$ cat config.mk
export PLATFORM = sky130hd
export DESIGN_NAME = bpt_ram
export DESIGN_NICKNAME = d
export VERILOG_FILES = /design/src/sv/bpt_ram.sv
export SDC_FILE = /design/constraint.sdc
export NUM_CORES = 2
export LEC_CHECK = 0
export ABC_AREA = 1
export BUFFER_PORTS_ARGS = -buffer_cell sky130_fd_sc_hd__buf_2
export CORE_MARGIN = 2
export CORE_UTILIZATION = 38
export CTS_CLUSTER_DIAMETER = 80
export DETAILED_ROUTE_END_ITERATION = 16
export PLACE_DENSITY = 0.56
export SLEW_MARGIN = 15
export SYNTH_ARGS = -nofsm -noshare
export SYNTH_HDL_FRONTEND = slang
export SYNTH_SLANG_ARGS = --single-unit
$ cat constraint.sdc
create_clock -name clock -period 2.4 [get_ports clock]
set_clock_uncertainty 0.2 [all_clocks]
set_input_delay 0 -clock clock [delete_from_list [all_inputs] [get_ports clock]]
set_output_delay 0 -clock clock [all_outputs]
set_load 0.005 [all_outputs]
$ cat src/sv/bpt_ram.sv
// ----------------------------------------------------------------------------
// bpt_ram
// Generic single-clock RAM, one write port and one read port, registered read.
// ----------------------------------------------------------------------------
`default_nettype none

module bpt_ram #(
   parameter int WIDTH = 8,
   parameter int DEPTH = 256
) (
   input  wire logic                     clock,
   input  wire logic                     wr_en,
   input  wire logic [$clog2(DEPTH)-1:0] wr_addr,
   input  wire logic [WIDTH-1:0]         wr_data,
   input  wire logic                     rd_en,
   input  wire logic [$clog2(DEPTH)-1:0] rd_addr,
   output      logic [WIDTH-1:0]         rd_data
);

   logic [WIDTH-1:0] mem [DEPTH];

   // write port
   always_ff @(posedge clock) begin
      if (wr_en) begin
         mem[wr_addr] <= wr_data;
      end
   end

   // registered read, data holds while rd_en is low
   always_ff @(posedge clock) begin
      if (rd_en) begin
         rd_data <= mem[rd_addr];
      end
   end

endmodule

`default_nettype wire

==> impl_results.md <==
- Sequential fraction of the synthesis area: 0.740
- Setup crit end kind: register
- Core area: 219,000 um2
- CP cell instances: dlygate4sd3_1 -> buf_2 -> inv_1 -> nor2_1 -> dlygate4sd3_1 -> inv_1 -> nor2_2 -> dlygate4sd3_1 -> inv_1 -> nor2_1 -> buf_4
- Power Dens Cells: between 700 and 800 nW/um2
- Area growth syn-to-layout: 17.9%
- Dpl ws: -0.377 ns
- Clk sinks: 2,056
- Drt via density: 5.37
- Min Tclk post-route: 2.36 ns
- Largest stage delay, worst path: 0.58 ns
- Crit Path Max Fanout: 8
- Post-Place Cell Area: 91,300 um2
- Top-area cell type share of the netlist area: 0.740
- CP Data Arrival Time: 2.71 ns
- Total number of vias: approximately 56,000
- Hold_ws: 0.0417 ns
- Total congestion overflow: 0
- Fin area: between 90,000 and 100,000 um2
- Synthesis-stage register bit count: 2,056
- Die Height: 473 um
- Worst-path clk slew: 0.06 ns
- Layout fillers: 19,800
- Final Net Count: 7,475
- WP depth: 11
- Pre-antenna DRT Iters: 6
- Die Span X: 473 um
- FMAX: about 420 MHz
- Largest net degree at the start of global routing: 92
- Multi-input logic area: 19,200 um2
- Max clock buf depth: 3
- Origin of the worst setup path: wr_addr[2]
- Worst-Margin Slew: 1.06 ns
- WL/cell: 23.5 um
- Iter 0 DRT Violations: 6,171
- Initial antenna violation count: 8
- Buffers & Inverters on Critical Path: 8
- FF/Latch Area: just over 60,000 um2
- Total GRT Usage: 0.218
- Number of synthesis warnings: 0
- RD Place Congestion: around 0.91
- Max rail drop VDD: 0.000790 V
- Drt drc: 0
- Commonest non-fill, non-tap cell in the layout: nand2_1
- Syn Area/Cell: 11.9 um2
- Root buffer cell: clkbuf_16
- Critical Path RT: 2.75 ns
- I/O Buffers: 34
- Class of the worst hold path: in -> reg
- Critical path's slowest cell: dlygate4sd3_1
- Ratio of cells with drive above 1 in the final layout: 0.127
- Dpl hpwl: 152,000 um
- Die Area: 223,000 um2
- Most frequent cells in the layout: nand2_1, edfxtp_1, nand3_1, buf_4, nor2_1
- Initial core utilization: 0.381
- RSZ-0062 raised after global routing: false
- Relative slew slack: 0.291
- Number of global-route vias before repair: 54,200
- Synth area leaders: edfxtp_1, nand3_1, nand2_1
- Period utilization: 0.982
- Cell variety after synth: 13
- Setup WS post-layout: 0.0429 ns
- R2r endpoint: rd_data[4]
- Max_cap viols: 0
- Finished Core Util: 0.449
- Critical setup path kind: in -> reg
- Ports: 35
- Number of core rows: 172
- Crit path to: mem[198][3]
- Final-report hold violation count: 0
- Reg2reg setup slack: 0.11 ns
- Final wirelength: 246,000 um
- Total CTS buffers: 212
- RR Startpoint: mem[225][4]
- Leakage power: 34.9 nW
- Hold path start: wr_data[7]
- Net Count, Synth: 7,030
- TritonCTS clock tree: yes
- CP startpoint kind: primary input
- Overall Power: around 76 mW
- Status: completed
- Cells after Synth: 7,003
- Register-to-Register Path Depth: 11
- Clk Latency, worst-skew pair: a little under 0.9 ns
- Final antenna-violating net count: 0
- Endpoints failing setup: 0
- H-tree Lvls: 4
- Netlist Area Pre-Place: 83,500 um2
- Crit path max-delay family: buffers and inverters
- Synth area leader: edfxtp_1
- Max-slew violation count: 0
- Global-route wire length before repair: approximately 360,000 um
## registers in the layout (all words and copies together) (netlist names)
signal / flops
rd_data: 8
mem: 2048
## per-stage QoR
step | instances | TNS, ns
floorplan | 7003 | 0
global placement | 10100 | -2.30
detailed placement | 10100 | -2.04
CTS | 10500 | 0
global route | 10500 | 0
finish | 10500 | 0
## Yosys cell counts
master,n
buf_1,40
buf_2,268
buf_4,46
buf_6,16
buf_8,1
clkbuf_1,112
edfxtp_1,2056
inv_1,36
inv_2,2
inv_4,1
nand2_1,2123
nand3_1,2019
nor2_1,283
## what timing repair did
action,in CTS,in global routing
hold buffers,42,0
gates resized for setup,0,20
setup buffers,0,3
endpoints found under the hold margin,3090,0
setup endpoints to repair,0,164
## final cells by class
| class | instances | share of cell area |
|---|---|---|
| inverters | 39 | 0.00183 |
| multi-input cells | 4425 | 0.195 |
| flip-flops and latches | 2056 | 0.627 |
| diodes | 2 | 0.0000509 |
| clock inverters | 103 | 0.00954 |
| well taps | 2871 | 0.0365 |
| clock buffers | 283 | 0.0573 |
| repair buffers | 714 | 0.0722 |
## worst min-delay path by stage
| stage | endpoint | cells past startpoint | slack (ns) |
|---|---|---|---|
| after detailed placement | mem[224][4] | 1 | 0.15 |
| after global placement | mem[224][4] | 1 | 0.15 |
| after floorplan | mem[0][0] | 0 | -0.10 |
| final | mem[130][7] | 2 | 0.04 |
| after global routing | mem[130][7] | 2 | 0.04 |
| after CTS | rd_data[2] | 11 | 0.006 |
## logic make-up (layout without fill, tap and decap cells)
family	count (synthesis)	after routing	synth area share
and+or+nand+nor	4425	4425	0.229
DFF	2056	2056	0.740
buffers and inverters	522	1139	0.0312
other	0	2	0
## per-layer routing
metal  up-vias  track usage  share of wire
met4         0       0.0645          0.028
li1      25800            -              -
met3       368       0.0328          0.070
met2      2194        0.355           0.48
met1     28000        0.302           0.42
met5         -            0              0
## power by group
group | switching, mW | total, mW | internal (mW)
clock network | 13.7 | 31.5 | 17.8
logic | 3.62 | 5.19 | 1.57
registers | 0.0532 | 39.6 | 39.6
total | 17.4 | 76.3 | 58.9
(Power assumes the default switching activity.)
